===== src/sv/aie_pkg.sv =====
// ----------------------------------------------------------------------------
// aie_pkg: shared types and codes for the instruction execute block
// Opcodes, status codes, unit operation codes and the request/response
// structs between the sequencer and the iterative arithmetic unit.
// ----------------------------------------------------------------------------
package aie_pkg;

	localparam int unsigned WORD_W   = 32;
	localparam int unsigned OPC_W    = 5;
	localparam int unsigned STATUS_W = 3;
	localparam int unsigned REGNUM_W = 5;
	localparam int unsigned UOP_W    = 3;

	// opcodes
	localparam logic [OPC_W-1:0] OPC_ADD    = 5'd1;
	localparam logic [OPC_W-1:0] OPC_SUB    = 5'd2;
	localparam logic [OPC_W-1:0] OPC_MUL    = 5'd3;
	localparam logic [OPC_W-1:0] OPC_DIV    = 5'd4;
	localparam logic [OPC_W-1:0] OPC_AND    = 5'd5;
	localparam logic [OPC_W-1:0] OPC_OR     = 5'd6;
	localparam logic [OPC_W-1:0] OPC_XOR    = 5'd7;
	localparam logic [OPC_W-1:0] OPC_NOP_LO = 5'd8;
	localparam logic [OPC_W-1:0] OPC_NOP_HI = 5'd18;
	localparam logic [OPC_W-1:0] OPC_STOP   = 5'd19;

	// unit operation codes (low bits of the matching opcode)
	localparam logic [UOP_W-1:0] UOP_ADD = 3'd1;
	localparam logic [UOP_W-1:0] UOP_SUB = 3'd2;
	localparam logic [UOP_W-1:0] UOP_MUL = 3'd3;
	localparam logic [UOP_W-1:0] UOP_DIV = 3'd4;
	localparam logic [UOP_W-1:0] UOP_AND = 3'd5;
	localparam logic [UOP_W-1:0] UOP_OR  = 3'd6;
	localparam logic [UOP_W-1:0] UOP_XOR = 3'd7;

	// result status
	localparam logic [STATUS_W-1:0] ST_EXEC    = 3'd0;
	localparam logic [STATUS_W-1:0] ST_NOP     = 3'd1;
	localparam logic [STATUS_W-1:0] ST_STOP    = 3'd2;
	localparam logic [STATUS_W-1:0] ST_UNKNOWN = 3'd3;
	localparam logic [STATUS_W-1:0] ST_IGNORED = 3'd4;

	typedef struct packed {
		logic              start;
		logic [UOP_W-1:0]  op;
		logic [WORD_W-1:0] a;
		logic [WORD_W-1:0] b;
	} unit_req_t;

	typedef struct packed {
		logic              done;
		logic [WORD_W-1:0] result;
	} unit_rsp_t;

endpackage


===== src/sv/aie_regfile.sv =====
// ----------------------------------------------------------------------------
// aie_regfile: register file memory
// One write port, two registered read ports. Per-entry valid bits make
// every entry read as zero after reset until it is written.
// ----------------------------------------------------------------------------
module aie_regfile #(
	parameter int unsigned DEPTH = 32,
	parameter int unsigned IDX_W = 5
) (
	input  logic                      clk,
	input  logic                      arst_n,
	input  logic                      rd_en,
	input  logic [IDX_W-1:0]          rd_addr_a,
	input  logic [IDX_W-1:0]          rd_addr_b,
	output logic [aie_pkg::WORD_W-1:0] rd_data_a,
	output logic [aie_pkg::WORD_W-1:0] rd_data_b,
	input  logic                      wr_en,
	input  logic [IDX_W-1:0]          wr_addr,
	input  logic [aie_pkg::WORD_W-1:0] wr_data
);
	import aie_pkg::*;

	logic [WORD_W-1:0] mem [DEPTH];
	logic [DEPTH-1:0]  valid_q;
	logic [WORD_W-1:0] data_a_q, data_b_q;
	logic              vld_a_q, vld_b_q;

	always_ff @(posedge clk or negedge arst_n) begin
		if (!arst_n) begin
			valid_q <= '0;
			vld_a_q <= 1'b0;
			vld_b_q <= 1'b0;
		end else begin
			if (wr_en) begin
				valid_q[wr_addr] <= 1'b1;
			end
			if (rd_en) begin
				vld_a_q <= valid_q[rd_addr_a];
				vld_b_q <= valid_q[rd_addr_b];
			end
		end
	end

	always_ff @(posedge clk) begin
		if (wr_en) begin
			mem[wr_addr] <= wr_data;
		end
		if (rd_en) begin
			data_a_q <= mem[rd_addr_a];
			data_b_q <= mem[rd_addr_b];
		end
	end

	assign rd_data_a = vld_a_q ? data_a_q : '0;
	assign rd_data_b = vld_b_q ? data_b_q : '0;

endmodule


===== src/sv/aie_unit.sv =====
// ----------------------------------------------------------------------------
// aie_unit: iterative arithmetic unit
// One 33-bit adder/subtractor shared by add, sub, shift-add multiply
// (32 steps), restoring divide (32 steps plus sign fix) and negation.
// ----------------------------------------------------------------------------
module aie_unit (
	input  logic               clk,
	input  logic               arst_n,
	input  aie_pkg::unit_req_t req,
	output aie_pkg::unit_rsp_t rsp
);
	import aie_pkg::*;

	localparam logic [1:0] P_IDLE = 2'd0;
	localparam logic [1:0] P_MUL  = 2'd1;
	localparam logic [1:0] P_DIV  = 2'd2;
	localparam logic [1:0] P_FIX  = 2'd3;

	localparam int unsigned CNT_W = $clog2(WORD_W);

	logic [1:0]        phase_q;
	logic [CNT_W-1:0]  cnt_q;
	logic              done_q;
	logic [WORD_W-1:0] acc_q, x_q, y_q, result_q;
	logic              neg_q;

	logic [WORD_W-1:0] add_x, add_y;
	logic              add_sub;
	logic [WORD_W:0]   add_out;
	logic [WORD_W-1:0] div_shift;
	logic [16:0]       b_mag;

	assign div_shift = {acc_q[WORD_W-2:0], x_q[WORD_W-1]};
	// divisor is a sign-extended 16-bit value, so its magnitude fits 17 bits
	assign b_mag = req.b[WORD_W-1] ? (~req.b[16:0] + 17'd1) : req.b[16:0];

	always_comb begin
		add_x   = acc_q;
		add_y   = x_q;
		add_sub = 1'b0;
		unique case (phase_q)
			P_IDLE: begin
				if (req.op == UOP_DIV) begin
					add_x   = '0;
					add_y   = req.a;
					add_sub = 1'b1;
				end else begin
					add_x   = req.a;
					add_y   = req.b;
					add_sub = (req.op == UOP_SUB);
				end
			end
			P_MUL: begin
				add_x = acc_q;
				add_y = x_q;
			end
			P_DIV: begin
				add_x   = div_shift;
				add_y   = y_q;
				add_sub = 1'b1;
			end
			P_FIX: begin
				add_x   = '0;
				add_y   = x_q;
				add_sub = 1'b1;
			end
			default: ;
		endcase
	end

	assign add_out = {1'b0, add_x} + {1'b0, (add_sub ? ~add_y : add_y)}
		+ {{WORD_W{1'b0}}, add_sub};

	always_ff @(posedge clk or negedge arst_n) begin
		if (!arst_n) begin
			phase_q <= P_IDLE;
			cnt_q   <= '0;
			done_q  <= 1'b0;
		end else begin
			unique case (phase_q)
				P_IDLE: begin
					if (req.start) begin
						cnt_q <= '1;
						if (req.op == UOP_MUL) begin
							phase_q <= P_MUL;
							done_q  <= 1'b0;
						end else if (req.op == UOP_DIV && req.b != '0) begin
							phase_q <= P_DIV;
							done_q  <= 1'b0;
						end else begin
							done_q <= 1'b1;
						end
					end else begin
						done_q <= 1'b0;
					end
				end
				P_MUL: begin
					cnt_q  <= cnt_q - 1'b1;
					done_q <= (cnt_q == '0);
					if (cnt_q == '0) begin
						phase_q <= P_IDLE;
					end
				end
				P_DIV: begin
					cnt_q  <= cnt_q - 1'b1;
					done_q <= 1'b0;
					if (cnt_q == '0) begin
						phase_q <= P_FIX;
					end
				end
				P_FIX: begin
					phase_q <= P_IDLE;
					done_q  <= 1'b1;
				end
				default: begin
					phase_q <= P_IDLE;
					done_q  <= 1'b0;
				end
			endcase
		end
	end

	always_ff @(posedge clk) begin
		unique case (phase_q)
			P_IDLE: begin
				if (req.start) begin
					case (req.op) inside
						UOP_ADD, UOP_SUB: result_q <= add_out[WORD_W-1:0];
						UOP_AND: result_q <= req.a & req.b;
						UOP_OR:  result_q <= req.a | req.b;
						UOP_XOR: result_q <= req.a ^ req.b;
						UOP_MUL: begin
							acc_q <= '0;
							x_q   <= req.a;
							y_q   <= req.b;
						end
						UOP_DIV: begin
							result_q <= '1;
							acc_q    <= '0;
							x_q      <= req.a[WORD_W-1] ? add_out[WORD_W-1:0] : req.a;
							y_q      <= {{(WORD_W-17){1'b0}}, b_mag};
							neg_q    <= req.a[WORD_W-1] ^ req.b[WORD_W-1];
						end
						default: result_q <= '0;
					endcase
				end
			end
			P_MUL: begin
				if (y_q[0]) begin
					acc_q <= add_out[WORD_W-1:0];
				end
				x_q <= {x_q[WORD_W-2:0], 1'b0};
				y_q <= {1'b0, y_q[WORD_W-1:1]};
				result_q <= y_q[0] ? add_out[WORD_W-1:0] : acc_q;
			end
			P_DIV: begin
				// carry out means no borrow: take the trial remainder
				if (add_out[WORD_W]) begin
					acc_q <= add_out[WORD_W-1:0];
					x_q   <= {x_q[WORD_W-2:0], 1'b1};
				end else begin
					acc_q <= div_shift;
					x_q   <= {x_q[WORD_W-2:0], 1'b0};
				end
			end
			P_FIX: result_q <= neg_q ? add_out[WORD_W-1:0] : x_q;
			default: ;
		endcase
	end

	assign rsp.done   = done_q;
	assign rsp.result = result_q;

endmodule


===== src/sv/alu_instruction_execute.sv =====
// ----------------------------------------------------------------------------
// alu_instruction_execute: instruction decode and execute with register file
// Sequencer around a register file and an iterative arithmetic unit.
// ----------------------------------------------------------------------------
// Usage:
//   s_* channel takes one 32-bit instruction word per item. m_* channel
//   returns one result item per instruction: write enable, register
//   number, written value and a status code.
//   One item is worked on at a time; s_tready is high only while the
//   sequencer is idle. The register file is read on accept; the sequencer
//   then decodes in its read state. Add, sub, and, or, xor, mult and div
//   go on to the run state until the arithmetic unit is done; no-op,
//   stop, unknown and ignored items go straight to the done state, which
//   hands the result to the output register and returns to idle.
//   Mult and div run 32 steps through the shared adder of the
//   arithmetic unit, which sets the rate.
//   The result sits in an output register; the next instruction is
//   accepted while it waits. If the receiver stalls, a finished result is
//   held until the output register frees and the register write waits too.
//   Reset clears the register file (all zero), the halted flag and both
//   channels. Stop or an unknown opcode halts; later items are ignored.
// ----------------------------------------------------------------------------
module alu_instruction_execute #(
	parameter int unsigned REGISTER_COUNT = 32
) (
	input  logic        clk,
	input  logic        arst_n,
	input  logic        s_tvalid,
	output logic        s_tready,
	input  logic [31:0] s_tdata,   // [31:0] instruction
	output logic        m_tvalid,
	input  logic        m_tready,
	// [0] write_enable, [5:1] write_index, [37:6] write_value, [40:38] status,
	// [47:41] zero
	output logic [47:0] m_tdata
);
	import aie_pkg::*;

	localparam int unsigned IDX_W  = $clog2(REGISTER_COUNT);
	localparam int unsigned NUM_IN = 2 ** REGNUM_W;

	localparam logic [1:0] S_IDLE = 2'd0;
	localparam logic [1:0] S_READ = 2'd1;
	localparam logic [1:0] S_RUN  = 2'd2;
	localparam logic [1:0] S_DONE = 2'd3;

	logic [1:0]          state_q;
	logic                halted_q;
	logic [WORD_W-1:0]   instr_q;
	logic                res_wr_q;
	logic [STATUS_W-1:0] res_status_q;
	logic [WORD_W-1:0]   res_value_q;
	logic                out_valid_q;
	logic [47:0]         out_data_q;

	logic [IDX_W-1:0]    sel_tbl [NUM_IN];
	logic [IDX_W-1:0]    src_idx, opr_idx, dst_idx;
	logic [OPC_W-1:0]    opc;
	logic [WORD_W-1:0]   imm;
	logic [WORD_W-1:0]   reg_a, reg_b;
	logic                accept, out_free, finish, is_alu;
	unit_req_t           ureq;
	unit_rsp_t           ursp;

	// register numbers reduced modulo the register count
	for (genvar i = 0; i < NUM_IN; i++) begin : g_sel
		assign sel_tbl[i] = IDX_W'(i % REGISTER_COUNT);
	end

	assign accept   = s_tvalid && s_tready;
	assign s_tready = (state_q == S_IDLE);
	assign out_free = !out_valid_q || m_tready;
	assign finish   = (state_q == S_DONE) && out_free;

	assign opc     = instr_q[31:27];
	assign imm     = {{16{instr_q[20]}}, instr_q[20:5]};
	assign dst_idx = sel_tbl[instr_q[4:0]];
	assign src_idx = sel_tbl[s_tdata[26:22]];
	assign opr_idx = sel_tbl[s_tdata[9:5]];
	assign is_alu  = (opc >= OPC_ADD) && (opc <= OPC_XOR);

	aie_regfile #(
		.DEPTH (REGISTER_COUNT),
		.IDX_W (IDX_W)
	) u_regfile (
		.clk       (clk),
		.arst_n    (arst_n),
		.rd_en     (accept),
		.rd_addr_a (src_idx),
		.rd_addr_b (opr_idx),
		.rd_data_a (reg_a),
		.rd_data_b (reg_b),
		.wr_en     (finish && res_wr_q),
		.wr_addr   (dst_idx),
		.wr_data   (res_value_q)
	);

	always_comb begin
		ureq.start = (state_q == S_READ) && !halted_q && is_alu;
		ureq.op    = opc[UOP_W-1:0];
		ureq.a     = reg_a;
		// add, sub and mult may take a register; the rest take the immediate
		if (!instr_q[21] && (opc == OPC_ADD || opc == OPC_SUB || opc == OPC_MUL)) begin
			ureq.b = reg_b;
		end else begin
			ureq.b = imm;
		end
	end

	aie_unit u_unit (
		.clk    (clk),
		.arst_n (arst_n),
		.req    (ureq),
		.rsp    (ursp)
	);

	always_ff @(posedge clk or negedge arst_n) begin
		if (!arst_n) begin
			state_q     <= S_IDLE;
			halted_q    <= 1'b0;
			res_wr_q    <= 1'b0;
			out_valid_q <= 1'b0;
		end else begin
			// load on finish, drop once the receiver takes the item
			out_valid_q <= finish || (out_valid_q && !m_tready);
			unique case (state_q)
				S_IDLE: begin
					if (accept) begin
						state_q <= S_READ;
					end
				end
				S_READ: begin
					res_wr_q <= !halted_q && is_alu;
					if (halted_q) begin
						state_q <= S_DONE;
					end else begin
						unique case (opc) inside
							[OPC_ADD:OPC_XOR]: state_q <= S_RUN;
							[OPC_NOP_LO:OPC_NOP_HI]: state_q <= S_DONE;
							default: begin
								halted_q <= 1'b1;
								state_q  <= S_DONE;
							end
						endcase
					end
				end
				S_RUN: begin
					if (ursp.done) begin
						state_q <= S_DONE;
					end
				end
				S_DONE: begin
					if (out_free) begin
						state_q <= S_IDLE;
					end
				end
				default: state_q <= S_IDLE;
			endcase
		end
	end

	always_ff @(posedge clk) begin
		if (accept) begin
			instr_q <= s_tdata;
		end
		if (state_q == S_READ) begin
			res_value_q <= '0;
			if (halted_q) begin
				res_status_q <= ST_IGNORED;
			end else begin
				unique case (opc) inside
					[OPC_ADD:OPC_XOR]:       res_status_q <= ST_EXEC;
					[OPC_NOP_LO:OPC_NOP_HI]: res_status_q <= ST_NOP;
					OPC_STOP:                res_status_q <= ST_STOP;
					default:                 res_status_q <= ST_UNKNOWN;
				endcase
			end
		end
		if (state_q == S_RUN && ursp.done) begin
			res_value_q <= ursp.result;
		end
		if (finish) begin
			out_data_q <= {7'd0, res_status_q, res_value_q,
				(res_wr_q ? REGNUM_W'(dst_idx) : {REGNUM_W{1'b0}}), res_wr_q};
		end
	end

	assign m_tvalid = out_valid_q;
	assign m_tdata  = out_data_q;

`ifndef SYNTHESIS
	a_done_in_run: assert property (@(posedge clk) disable iff (!arst_n)
		ursp.done |-> (state_q == S_RUN))
		else $error("arithmetic unit finished outside the run state");

	a_halt_sticks: assert property (@(posedge clk) disable iff (!arst_n)
		halted_q |=> halted_q)
		else $error("halted flag cleared without reset");

	a_nowrite_zero: assert property (@(posedge clk) disable iff (!arst_n)
		(m_tvalid && !m_tdata[0]) |-> (m_tdata[37:1] == '0))
		else $error("result without a write carries nonzero index or value");

	a_busy_not_ready: assert property (@(posedge clk) disable iff (!arst_n)
		(state_q == S_RUN) |-> !s_tready)
		else $error("input ready while an instruction is executing");
`endif

endmodule

===== config.mk =====
export PLATFORM = sky130hd
export DESIGN_NAME = alu_instruction_execute
export DESIGN_NICKNAME = d
export VERILOG_FILES = /design/src/sv/aie_pkg.sv /design/src/sv/aie_regfile.sv /design/src/sv/aie_unit.sv /design/src/sv/alu_instruction_execute.sv
export SDC_FILE = /design/constraint.sdc
export NUM_CORES = 2
export LEC_CHECK = 0
export BUFFER_PORTS_ARGS = -buffer_cell sky130_fd_sc_hd__buf_2
export CORE_UTILIZATION = 35
export CTS_CLUSTER_SIZE = 20
export DETAILED_ROUTE_END_ITERATION = 8
export GPL_ROUTABILITY_DRIVEN = 0
export GPL_TIMING_DRIVEN = 1
export PLACE_DENSITY = 0.56
export SYNTH_ARGS = -nofsm -noshare
export SYNTH_HDL_FRONTEND = slang
export SYNTH_SLANG_ARGS = --single-unit

===== constraint.sdc =====
create_clock -name clk -period 7.6 [get_ports clk]
set_input_delay 1.14 -clock clk [delete_from_list [all_inputs] [get_ports clk]]
set_output_delay 1.14 -clock clk [all_outputs]
set_load 0.005 [all_outputs]

==> flow_metrics.env <==
export IMPL_grt_util_met1=0.2977
export IMPL_drt_pass1_iter_count=7
export IMPL_end_kind="flip-flop"
export IMPL_min_path_type="reg -> reg"
export IMPL_num_rows=160
export IMPL_synth_area_sq_mm=0.06755
export IMPL_area_delta_synth_final_pct=12.61
export IMPL_ioPinCount=86
export IMPL_post_cts_buffers=0
export IMPL_drive_gt1_frac=0.2976
export IMPL_grt_usage=0.2153
export IMPL_hold_viol_final=0
export IMPL_async_flop_share=0.03438
export IMPL_ctsResizeCount=0
export IMPL_yosysSeqAreaShare=0.6042
export IMPL_synth_edf_count=1320
export IMPL_netlist_instances=3969
export IMPL_drc=0
export IMPL_fin_setup_tns_ns=0
export IMPL_worst_ep_required_time_ns=8.13
export IMPL_hold_start="res_status_q[1]"
export IMPL_cts_reportedPaths_clkPinSlew_ns=0.06
export IMPL_reg2reg_slack_ns=1.44
export IMPL_wl_per_cell_um=31.70
export IMPL_use_met3=0.03552
export IMPL_yosys_warnings=0
export IMPL_synth_area_per_cell_sq_um=17.02
export IMPL_cts_tree="built"
export IMPL_total_leakage_power_nw=24.81
export IMPL_cts_buffer_depth=3
export IMPL_period_share=0.8103
export IMPL_die_x_um=441.3
export IMPL_fill_cells=17250
export IMPL_io_buffers=78
export IMPL_startpoint="u_unit.phase_q[0]"
export IMPL_grt_max_degree=111
export IMPL_r2r_end="u_unit.acc_q[13]"
export IMPL_period_minus_slack_ns=6.158
export IMPL_final_max_slew_viol_count=0
export IMPL_synth_area_leaders="edfxtp_1 59%, mux4_2 22%, ha_1 2.0%, dfrtp_1 1.7%, nand2_1 1.4%"
export IMPL_relSlewSlack=0.07600
export IMPL_critical_path_class="reg -> reg"
export IMPL_htree_levels=4
export IMPL_start_kind="flip-flop"
export IMPL_tightestPinTransition_ns=1.381
export IMPL_grt_busiest_layer="met2"
export IMPL_rsz0062_at_grt="no"
export IMPL_cp_max_fo=24
export IMPL_cts_buffers=146
export IMPL_setup_viol=0
export IMPL_critPathArrivalTime_ns=6.69
export IMPL_drt_iter0_drc=5521
export IMPL_ys_types=88
export IMPL_die_y_um=441.3
export IMPL_max_freq_ghz=0.1624
export IMPL_clkSinkCount=1367
export IMPL_die_area_sq_mm=0.1948
export IMPL_whs_ns=0.4234
export IMPL_start_util=0.3537
export IMPL_outcome="completed"
export IMPL_routed_via_density=6.037
export IMPL_placed_area_sq_mm=0.07114
export IMPL_wirelength_mm=210.1
export IMPL_cap_violations=0
export IMPL_grt_pass1_vias=39580
export IMPL_clockRootBuffer="clkbuf_16"
export IMPL_fin_skew_ns=0.03162
export IMPL_ys_flop_type="edfxtp_1"
export IMPL_vias=40020
export IMPL_power_density_mw_per_mm2=355.0
export IMPL_globalRouteOverflowTotal=0
export IMPL_yosysTopAreaCellShare=0.5868
export IMPL_use_met2=0.3489
export IMPL_vdd_drop_max_mv=0.2333
export IMPL_rr_worst_depth=16
export IMPL_grt_pass1_wl_mm=299.1
export IMPL_finish_instance_area_sq_mm=0.07606
export IMPL_antenna_left=0
export IMPL_hpwl_mm=122.8
export IMPL_antenna_found_initial=13
export IMPL_core_area_sq_mm=0.1910
export IMPL_cts_hold_fix_buffers=0
export IMPL_clk_insertion_delay_late_ns=0.81
export IMPL_r2r_start="u_unit.phase_q[0]"
export IMPL_final_nets=4138
export IMPL_synth_area_leader_cell="edfxtp_1"
export IMPL_synth_seq_cells=1367
export IMPL_crit_end="u_unit.acc_q[13]"
-- flip-flops by register name, indices dropped and copies added (netlist names) --
name and flops:
u_regfile.vld_b_q 1, u_regfile.data_b_q 32, u_regfile.valid_q 32, u_unit.y_q 32, u_unit.phase_q 2, res_value_q 32
res_status_q 3, u_unit.cnt_q 5, u_regfile.data_a_q 32, u_unit.x_q 32, state_q 2, u_regfile.vld_a_q 1
u_unit.acc_q 32, u_unit.done_q 1, instr_q 27, m_tvalid 1, halted_q 1, u_unit.neg_q 1
m_tdata 41, u_regfile.mem 1024, res_wr_q 1, u_unit.result_q 32
-- placed cells by master (no fill, tap or decap), drive strengths merged, types with 60 or more instances in the layout --
| cell type | n |
|---|---|
| a21oi | 151 |
| buf | 171 |
| clkbuf | 187 |
| edfxtp | 1320 |
| ha | 107 |
| inv | 104 |
| mux2 | 81 |
| mux2i | 66 |
| mux4 | 660 |
| nand2 | 258 |
| nor2 | 117 |
| o21ai | 189 |
| xnor2 | 60 |
-- report_power, final --
group | switching (mW) | leakage (nW) | internal (mW) | total, mW
Combinational | 5.74 | 9.74 | 2.95 | 8.69
Clock | 3.13 | 2.36 | 4.29 | 7.42
Sequential | 1.08 | 12.7 | 9.82 | 10.9
Total | 9.95 | 24.8 | 17.1 | 27.0
-- layout make-up --
class | count | area (sq um) | area share
Clock inverter | 80 | 1055 | 0.01387
Inverter | 94 | 356.6 | 0.004688
Multi-Input combinational cell | 2214 | 25550 | 0.3359
Antenna cell | 5 | 12.51 | 0.0001645
Tap cell | 2511 | 3142 | 0.04130
Clock buffer | 187 | 3859 | 0.05073
Sequential cell | 1367 | 40820 | 0.5366
Timing Repair Buffer | 171 | 1271 | 0.01671
-- worst max-delay path: stages (launching register included) --
cell	delay (ns)
dfrtp_1	0.45
inv_1	0.22
ha_1	0.68
or3b_1	0.46
o22ai_4	0.61
buf_4	0.41
xnor2_1	0.12
ha_1	0.41
nand3_1	0.11
or3_1	0.36
o22a_1	0.28
a21oi_1	0.30
nor2_1	0.16
o21ai_4	0.47
buf_4	0.46
mux2i_1	0.25
o22ai_1	0.11
-- cell families after synthesis --
logic type / synth area share
adder cells (fa/ha/maj): 0.02012
buffers and inverters: 0.02284
other: 0.00005552
multiplexers: 0.2434
AND/OR/NAND/NOR: 0.04088
AO/OA/AOI/OAI: 0.05929
XOR/XNOR: 0.009206
flip-flops: 0.6042
-- layer usage --
metal  share of wire  vias to the layer above
met2            0.49                     1853
li1                -                    16480
met5               0                        -
met3           0.075                      274
met4           0.026                        0
met1            0.41                    21410
-- worst min-delay path by stage --
stage,end,slack [ns],cells past startpoint
3_5_place_dp,m_tdata[39],0.41,0
2_1_floorplan,m_tdata[38],0.40,0
5_1_grt,m_tdata[40],0.43,0
4_1_cts,m_tdata[39],0.42,0
3_3_place_gp,m_tdata[40],0.40,0
6_report,m_tdata[39],0.42,0
-- synthesized netlist by cell type, types with 27 or more instances --
| cell type | count |
|---|---|
| mux4_2 | 660 |
| ha_1 | 107 |
| xnor2_1 | 60 |
| nor2_1 | 116 |
| a21oi_1 | 151 |
| nand2_1 | 258 |
| o221ai_1 | 27 |
| a222oi_1 | 31 |
| mux2i_1 | 65 |
| o21ai_0 | 182 |
| mux2_2 | 81 |
| buf_1 | 53 |
| dfrtp_1 | 47 |
| inv_1 | 91 |
| edfxtp_1 | 1320 |
| or2_2 | 38 |
| o22ai_1 | 58 |
| and3_1 | 49 |
| nand3_1 | 38 |
| a22oi_1 | 51 |
| clkbuf_1 | 229 |
-- metrics by stage --
stage,utilization,cells,power [mW],worst slack (ns)
2_1_floorplan,-,3975,16.29,2.382
3_3_place_gp,0.3725,6357,19.44,1.600
3_5_place_dp,0.3725,6357,19.48,1.523
4_1_cts,0.3982,6624,26.93,1.482
5_1_grt,0.3983,6628,28.09,1.126
6_report,0.3983,6629,27.01,1.442
No activity file was read; power rests on OpenSTA's default activity.
